### src/rtl/ghash_pkg.sv
// shared types, constants and the gf(2^128) step function for the ghash accumulator
// no dependencies
`timescale 1ns / 1ps

package ghash_pkg;

   localparam int unsigned HalfWidth     = 64;
   localparam int unsigned BlockWidth    = 2 * HalfWidth;
   localparam int unsigned StepsPerCycle = 8;
   localparam int unsigned CycleCount    = BlockWidth / StepsPerCycle;
   localparam int unsigned CntWidth      = $clog2(CycleCount);
   localparam logic [CntWidth-1:0] CntLast = CntWidth'(CycleCount - 1);
   localparam logic [7:0] ReduceTop     = 8'hE1;

   localparam int unsigned CsrIndexWidth = 2;
   localparam logic [CsrIndexWidth-1:0] CsrSubkeyHigh = 2'd0;
   localparam logic [CsrIndexWidth-1:0] CsrSubkeyLow  = 2'd1;

   typedef struct packed {
      logic [HalfWidth-1:0] block_high;
      logic [HalfWidth-1:0] block_low;
      logic                 last;
   } req_payload_type;

   typedef struct packed {
      logic [HalfWidth-1:0] digest_high;
      logic [HalfWidth-1:0] digest_low;
   } rsp_payload_type;

   // controller to datapath
   typedef struct packed {
      logic load;
      logic step;
      logic finish;
      logic finish_last;
   } cmd_type;

   // datapath to controller
   typedef struct packed {
      logic out_blocked;
   } status_type;

   typedef struct packed {
      logic [BlockWidth-1:0] z;
      logic [BlockWidth-1:0] v;
   } gf_state_type;

   // eight shift-and-add steps, multiplier bits taken msb first
   function automatic gf_state_type gf_step8(gf_state_type s, logic [StepsPerCycle-1:0] xbits);
      gf_state_type r;
      logic         carry;
      r = s;
      for (int i = StepsPerCycle - 1; i >= 0; i--) begin
         carry = r.v[0];
         if (xbits[i]) begin
            r.z = r.z ^ r.v;
         end
         r.v = r.v >> 1;
         if (carry) begin
            r.v[BlockWidth-1 -: 8] = r.v[BlockWidth-1 -: 8] ^ ReduceTop;
         end
      end
      return r;
   endfunction

endpackage

### src/rtl/ghash_ctrl.sv
// controller for the ghash accumulator: input handshake, step counter, finish
// depends on ghash_pkg
`timescale 1ns / 1ps

module ghash_ctrl (
   input  logic                 clock,
   input  logic                 reset,
   input  logic                 req_valid,
   output logic                 req_ready,
   input  logic                 req_last,
   input  ghash_pkg::status_type status,
   output ghash_pkg::cmd_type    cmd
);

   typedef enum logic {
      ST_IDLE,
      ST_RUN
   } state_type;

   state_type                         state_ff, state_in;
   logic [ghash_pkg::CntWidth-1:0]    cnt_ff, cnt_in;
   logic                              last_ff, last_in;
   logic                              at_end;
   logic                              can_finish;

   assign at_end     = (cnt_ff == ghash_pkg::CntLast);
   assign can_finish = !last_ff || !status.out_blocked;

   always_comb begin
      state_in        = state_ff;
      cnt_in          = cnt_ff;
      last_in         = last_ff;
      req_ready       = 1'b0;
      cmd.load        = 1'b0;
      cmd.step        = 1'b0;
      cmd.finish      = 1'b0;
      cmd.finish_last = last_ff;
      case (state_ff)
         ST_IDLE: begin
            req_ready = 1'b1;
            if (req_valid) begin
               cmd.load = 1'b1;
               last_in  = req_last;
               cnt_in   = '0;
               state_in = ST_RUN;
            end
         end
         ST_RUN: begin
            if (!at_end) begin
               cmd.step = 1'b1;
               cnt_in   = cnt_ff + 1'b1;
            end else if (can_finish) begin
               // final byte of the multiplier and write-back in the same cycle
               cmd.step   = 1'b1;
               cmd.finish = 1'b1;
               state_in   = ST_IDLE;
            end
         end
         default: begin
            state_in = ST_IDLE;
         end
      endcase
   end

   always_ff @(posedge clock) begin
      if (reset) begin
         state_ff <= ST_IDLE;
         cnt_ff   <= '0;
         last_ff  <= 1'b0;
      end else begin
         state_ff <= state_in;
         cnt_ff   <= cnt_in;
         last_ff  <= last_in;
      end
   end

endmodule

### src/rtl/ghash_dp.sv
// datapath for the ghash accumulator: subkey, running hash, multiplier, output word
// depends on ghash_pkg
`timescale 1ns / 1ps

module ghash_dp (
   input  logic                                 clock,
   input  logic                                 reset,
   input  logic                                 csr_wr_en,
   input  logic [ghash_pkg::CsrIndexWidth-1:0]  csr_index,
   input  logic [ghash_pkg::HalfWidth-1:0]      csr_wdata,
   input  ghash_pkg::req_payload_type           req_payload,
   output logic                                 rsp_valid,
   input  logic                                 rsp_ready,
   output ghash_pkg::rsp_payload_type           rsp_payload,
   input  ghash_pkg::cmd_type                   cmd,
   output ghash_pkg::status_type                status
);

   localparam int unsigned BW = ghash_pkg::BlockWidth;
   localparam int unsigned SW = ghash_pkg::StepsPerCycle;

   logic [ghash_pkg::HalfWidth-1:0] key_high_ff, key_high_in;
   logic [ghash_pkg::HalfWidth-1:0] key_low_ff, key_low_in;
   logic [BW-1:0]                   acc_ff, acc_in;
   logic [BW-1:0]                   x_ff, x_in;
   ghash_pkg::gf_state_type         gf_ff, gf_in, gf_next;
   ghash_pkg::rsp_payload_type      out_ff, out_in;
   logic                            out_valid_ff, out_valid_in;

   assign gf_next            = ghash_pkg::gf_step8(gf_ff, x_ff[BW-1 -: SW]);
   assign status.out_blocked = out_valid_ff && !rsp_ready;
   assign rsp_valid          = out_valid_ff;
   assign rsp_payload        = out_ff;

   always_comb begin
      key_high_in = key_high_ff;
      key_low_in  = key_low_ff;
      if (csr_wr_en) begin
         case (csr_index)
            ghash_pkg::CsrSubkeyHigh: key_high_in = csr_wdata;
            ghash_pkg::CsrSubkeyLow:  key_low_in  = csr_wdata;
            default: begin
            end
         endcase
      end
   end

   always_comb begin
      acc_in       = acc_ff;
      x_in         = x_ff;
      gf_in        = gf_ff;
      out_in       = out_ff;
      out_valid_in = out_valid_ff && !rsp_ready;
      if (cmd.load) begin
         x_in    = acc_ff ^ {req_payload.block_high, req_payload.block_low};
         gf_in.z = '0;
         gf_in.v = {key_high_ff, key_low_ff};
      end else if (cmd.step) begin
         x_in  = x_ff << SW;
         gf_in = gf_next;
      end
      if (cmd.finish) begin
         if (cmd.finish_last) begin
            out_in       = gf_next.z;
            out_valid_in = 1'b1;
            acc_in       = '0;
         end else begin
            acc_in = gf_next.z;
         end
      end
   end

   always_ff @(posedge clock) begin
      if (reset) begin
         key_high_ff  <= '0;
         key_low_ff   <= '0;
         acc_ff       <= '0;
         out_valid_ff <= 1'b0;
      end else begin
         key_high_ff  <= key_high_in;
         key_low_ff   <= key_low_in;
         acc_ff       <= acc_in;
         out_valid_ff <= out_valid_in;
      end
   end

   always_ff @(posedge clock) begin
      x_ff   <= x_in;
      gf_ff  <= gf_in;
      out_ff <= out_in;
   end

endmodule

### src/rtl/ghash_gf128_accumulator.sv
// top level of the ghash accumulator: controller plus datapath
// depends on ghash_pkg, ghash_ctrl, ghash_dp
//
//   port group   direction  handshake          word
//   req_*        in         valid / ready      block_high, block_low, last
//   rsp_*        out        valid / ready      digest_high, digest_low
//   csr_*        in         write enable only  subkey_high (0), subkey_low (1)
//
// each word is accepted and loaded, then runs 16 passes of the
// eight-bit shift-and-add step that covers the 128 multiplier bits
// the next word is taken only after the last pass, since it needs the new hash
// a finished digest sits in the output register, so input keeps flowing while
// the consumer stalls; only a second last word waits on its final pass
// synchronous reset clears subkey, running hash and the output valid flag
`timescale 1ns / 1ps

module ghash_gf128_accumulator (
   input  logic                                clock,
   input  logic                                reset,
   input  logic                                csr_wr_en,
   input  logic [ghash_pkg::CsrIndexWidth-1:0] csr_index,
   input  logic [ghash_pkg::HalfWidth-1:0]     csr_wdata,
   input  logic                                req_valid,
   output logic                                req_ready,
   input  ghash_pkg::req_payload_type          req_payload,
   output logic                                rsp_valid,
   input  logic                                rsp_ready,
   output ghash_pkg::rsp_payload_type          rsp_payload
);

   // command and status between controller and datapath
   ghash_pkg::cmd_type    cmd;
   ghash_pkg::status_type status;

   ghash_ctrl u_ctrl (
      .clock     (clock),
      .reset     (reset),
      .req_valid (req_valid),
      .req_ready (req_ready),
      .req_last  (req_payload.last),
      .status    (status),
      .cmd       (cmd)
   );

   ghash_dp u_dp (
      .clock       (clock),
      .reset       (reset),
      .csr_wr_en   (csr_wr_en),
      .csr_index   (csr_index),
      .csr_wdata   (csr_wdata),
      .req_payload (req_payload),
      .rsp_valid   (rsp_valid),
      .rsp_ready   (rsp_ready),
      .rsp_payload (rsp_payload),
      .cmd         (cmd),
      .status      (status)
   );

   // an accepted word keeps the block busy for its multiply
   a_busy_after_accept: assert property (@(posedge clock) disable iff (reset)
      (req_valid && req_ready) |=> !req_ready)
      else $error("input taken again right after accept");

   // a digest only appears at the end of a word in flight
   a_digest_from_work: assert property (@(posedge clock) disable iff (reset)
      $rose(rsp_valid) |-> $past(!req_ready && cmd.finish && cmd.finish_last))
      else $error("digest appeared without a finished last word");

   // no multiply pass while waiting for input
   a_no_step_idle: assert property (@(posedge clock) disable iff (reset)
      req_ready |-> (!cmd.step && !cmd.finish))
      else $error("multiply pass while idle");

endmodule
### config.mk
export PLATFORM = sky130hd
export DESIGN_NAME = ghash_gf128_accumulator
export DESIGN_NICKNAME = d
export VERILOG_FILES = /design/src/rtl/ghash_pkg.sv /design/src/rtl/ghash_ctrl.sv /design/src/rtl/ghash_dp.sv /design/src/rtl/ghash_gf128_accumulator.sv
export SDC_FILE = /design/constraint.sdc
export NUM_CORES = 2
export LEC_CHECK = 0
export BUFFER_PORTS_ARGS = -buffer_cell sky130_fd_sc_hd__buf_4
export CORE_MARGIN = 1
export CORE_UTILIZATION = 60
export CTS_CLUSTER_SIZE = 12
export DETAILED_ROUTE_END_ITERATION = 8
export HOLD_SLACK_MARGIN = 0.02
export PLACE_DENSITY = 0.77
export SETUP_SLACK_MARGIN = 0.1
export SYNTH_ARGS = -nofsm -noshare
export SYNTH_HDL_FRONTEND = slang
export SYNTH_HIERARCHICAL = 1
export SYNTH_SLANG_ARGS = --single-unit
### constraint.sdc
create_clock -name clock -period 13.1 [get_ports clock]
set_clock_uncertainty 0.1 [all_clocks]
set_input_delay 2.62 -clock clock [delete_from_list [all_inputs] [get_ports clock]]
set_output_delay 2.62 -clock clock [all_outputs]
set_load 0.02 [all_outputs]
==> summary.md <==
| Metric | Value |
|---|---|
| Status | `finished, final reports clean` |
| Skew-Pair Late Insertion Delay | `0.65 ns` |
| Register cell area after layout | `19400 um2` |
| Die area | `73600 um2` |
| Initial Utilization | `0.607` |
| Avg WL per Cell | `19.9 um` |
| Initial antenna violation count | `3` |
| Global-route wire length before repair | `182000 um` |
| Buffer count from post-CTS setup fixing | `0` |
| Area of the core | `71600 um2` |
| Synth Area in Compound Gates | `0.0497` |
| Die height | `271 um` |
| EDFF count, synth | `384` |
| Post-Route WL | `118000 um` |
| Layout area overhead | `11.8%` |
| Crit start category | `input port` |
| CTS Buffer Depth | `3` |
| Arr. time, crit path | `6.05 ns` |
| Worst setup EP type | `register` |
| Layout cells sized above 1 | `0.126` |
| Placed cell areas | `45900 um2` |
| Slew margin rel. | `0.102` |
| Post-synth cell types | `50` |
| Worst-Margin Slew | `1.35 ns` |
| Synth Flop Type | `dfxtp_1` |
| Req. time, crit path | `13.28 ns` |
| Fin. Hold Viols | `0` |
| Number of synthesized register bits | `775` |
| Num CTS Buffers | `83` |
| Peak supply drop | `0.128 mV` |
| Largest family of logic cells by synthesized area | `XOR/XNOR gates` |
| Final Total Pwr | `10.1 mW` |
| Vias in the first global route | `31200` |
| Most Crowded Layer GR | `met2` |
| Total grt overflow | `0` |
| Pins Over Slew Limit | `0` |
| Row count | `98` |
| Total Neg Setup Slack | `0 ns` |
| Leak pwr | `18.4 nW` |
| FMAX | `0.170 GHz` |
| # setup viols final | `0` |
| Port-buffer cells | `329` |
| Crit Path Class | `input port to register` |
| Routing usage on met3 | `0.0473` |
| Vias | `33300` |
| GRT met1 Usage | `0.426` |
| Avg Inst Size Synth | `8.97 um2` |
| Post-CTS Hold Buffers | `0` |
| Post_cts resized | `0` |
| Gr usage total | `0.314` |
| Final Instance Area | `48700 um2` |
| H-tree depth | `3` |
| Simple-gate share of the synthesized area | `0.169` |
| Fillers | `5646` |
| Tmin final | `5.87 ns` |
| Multi-input logic area | `22500 um2` |
| Clock sink total | `775` |
| Reg2Reg Setup Slack | `8.70 ns` |
| DRC | `0` |
| GP Congestion | `0.878` |
| Adder-Cell Fraction of Synth Area | `0.000288` |
| Mapped Area | `43500 um2` |
| Final nets | `5098` |
| Worst Hold Class | `register to register` |
| Iter 0 DRT Violations | `3592` |
| Via-to-Cell Ratio | `5.63` |
| Drt first pass iters | `6` |
| CTS clock-pin slew for the worst setup and hold paths | `0.06 ns` |
| Grt met2 use | `0.501` |
| Crit Path Max Fanout | `137` |
| Gate Count Post-Synth | `4850` |
| Period utilization | `0.448` |
| I/O pins | `330` |
| DP HPWL | `76300 um` |
| Synthesis Warnings | `6` |
| Post-Syn Nets | `5051` |
| Max cap viols | `0` |
| Power density cells | `207 nW/um2` |
| Post-Synth XOR/XNOR Area | `0.237` |
| Largest net degree at the start of global routing | `211` |
| Post-synthesis sequential area ratio | `0.445` |
| Root buf cell | `clkbuf_16` |
| CTS tree | `done` |
| Post-route antenna net violation count | `0` |
| Mux contribution to synthesized area | `0.0614` |
| Async SR Flop Fraction | `0` |
| Die W | `271 um` |
| RSZ-0062 raised after global routing | `false` |
-- logic make-up (layout without fill, tap and decap cells) --
family / count (synthesis) / in the layout
compound gates: 416 / 416
simple gates: 1826 / 1826
fa+ha+maj: 1 / 1
other cells: 0 / 2
buf+inv: 417 / 534
mux: 251 / 251
flops: 775 / 775
xor+xnor: 1164 / 1164
-- critical path, stage by stage --
cell and delay, ns:
buf_4 0.08, nor2b_1 0.04, nand2_1 0.11, nand2_1 0.10, nand2_4 0.54, or2_4 0.77
buf_12 0.63, buf_4 0.82
-- layer usage --
layer	vias up	routed length [um]
met1	15900	47400
met5	-	17
li1	15500	-
met3	262	10300
met2	1651	55300
met4	4	4870
-- layout by cell type, fill, tap and decap left out, types with 3 or more instances in the layout --
| master | count |
|---|---|
| mux2i_1 | 125 |
| o211ai_1 | 3 |
| clkinvlp_4 | 3 |
| inv_6 | 3 |
| xnor3_1 | 5 |
| nand2_1 | 1274 |
| o21ai_0 | 6 |
| nor2b_1 | 114 |
| clkbuf_16 | 83 |
| clkbuf_8 | 17 |
| nand2b_1 | 18 |
| nor3_1 | 4 |
| nand3_1 | 5 |
| buf_4 | 359 |
| clkbuf_1 | 32 |
| clkinv_2 | 7 |
| bufinv_16 | 5 |
| edfxtp_1 | 384 |
| xor2_1 | 270 |
| dfxtp_1 | 391 |
| nor2_1 | 372 |
| inv_16 | 3 |
| xnor2_1 | 886 |
| o32ai_1 | 3 |
| mux2_2 | 126 |
| a21oi_1 | 385 |
| nand3b_1 | 15 |
| a211oi_1 | 5 |
| inv_1 | 15 |
| and2_1 | 8 |
| buf_12 | 4 |
-- flip-flops by register name (all words and copies together), names as in the netlist --
register / flops
u_dp/gf_ff: 256
u_dp/acc_ff: 128
u_dp/rsp_payload: 128
u_dp/x_ff: 128
u_dp/key_high_ff: 64
u_dp/key_low_ff: 64
u_ctrl/cnt_ff: 4
u_ctrl/last_ff: 1
u_ctrl/state_ff: 1
u_dp/rsp_valid: 1
-- synth_stat cells (all sizes together), types with 3 or more instances --
master / n / share of area
nand2: 1275 / 0.11
xnor2: 887 / 0.18
dfxtp: 391 / 0.18
a21oi: 386 / 0.044
edfxtp: 384 / 0.27
nor2: 372 / 0.032
clkbuf: 274 / 0.024
xor2: 271 / 0.055
buf: 128 / 0.013
mux2: 126 / 0.033
mux2i: 125 / 0.029
nor2b: 116 / 0.017
nand2b: 18 / 0.0026
inv: 15 / 0.0013
nand3b: 15 / 0.0026
and2: 9 / 0.0013
o21ai: 6 / 0.00069
a211oi: 5 / 0.00086
nand3: 5 / 0.00058
xnor3: 5 / 0.0026
nor3: 4 / 0.00046
a2111oi: 3 / 0.00081
nor3b: 3 / 0.00052
o211ai: 3 / 0.00052
o32ai: 3 / 0.00060
-- worst paths after layout --
path,start,depth (start not counted),endpoint
max,rsp_ready,8,u_dp/x_ff[82]
min,u_dp/key_high_ff[31],2,u_dp/key_high_ff[31]
max reg2reg,u_ctrl/cnt_ff[0],7,u_dp/x_ff[82]
min reg2reg,u_dp/key_high_ff[31],2,u_dp/key_high_ff[31]
-- power breakdown --
group          internal [mW]  switching, mW
clock network           1.38           1.00
logic                   1.75           2.42
registers               3.13          0.412
-- stage by stage --
| step | cells | util | setup WS, ns | hold slack (ns) |
|---|---|---|---|---|
| 2_1_floorplan | 4850 | - | 5.80 | 0.333 |
| 3_3_place_gp | 5762 | 0.641 | 6.67 | 0.338 |
| 3_5_place_dp | 5762 | 0.641 | 6.61 | 0.345 |
| 4_1_cts | 5917 | 0.679 | 7.29 | 0.354 |
| 5_1_grt | 5918 | 0.679 | 7.09 | 0.367 |
| 6_report | 5919 | 0.679 | 7.23 | 0.354 |
-- cell type report --
cell class / instances / area share
Sequential cell: 775 / 0.398
Antenna cell: 2 / 0.000103
Tap cell: 950 / 0.0244
Clock inverter: 24 / 0.00679
Clock buffer: 131 / 0.0497
Timing Repair Buffer: 364 / 0.0573
Multi-Input combinational cell: 3658 / 0.463
Inverter: 15 / 0.00116
No activity file was read; power rests on OpenSTA's default activity.
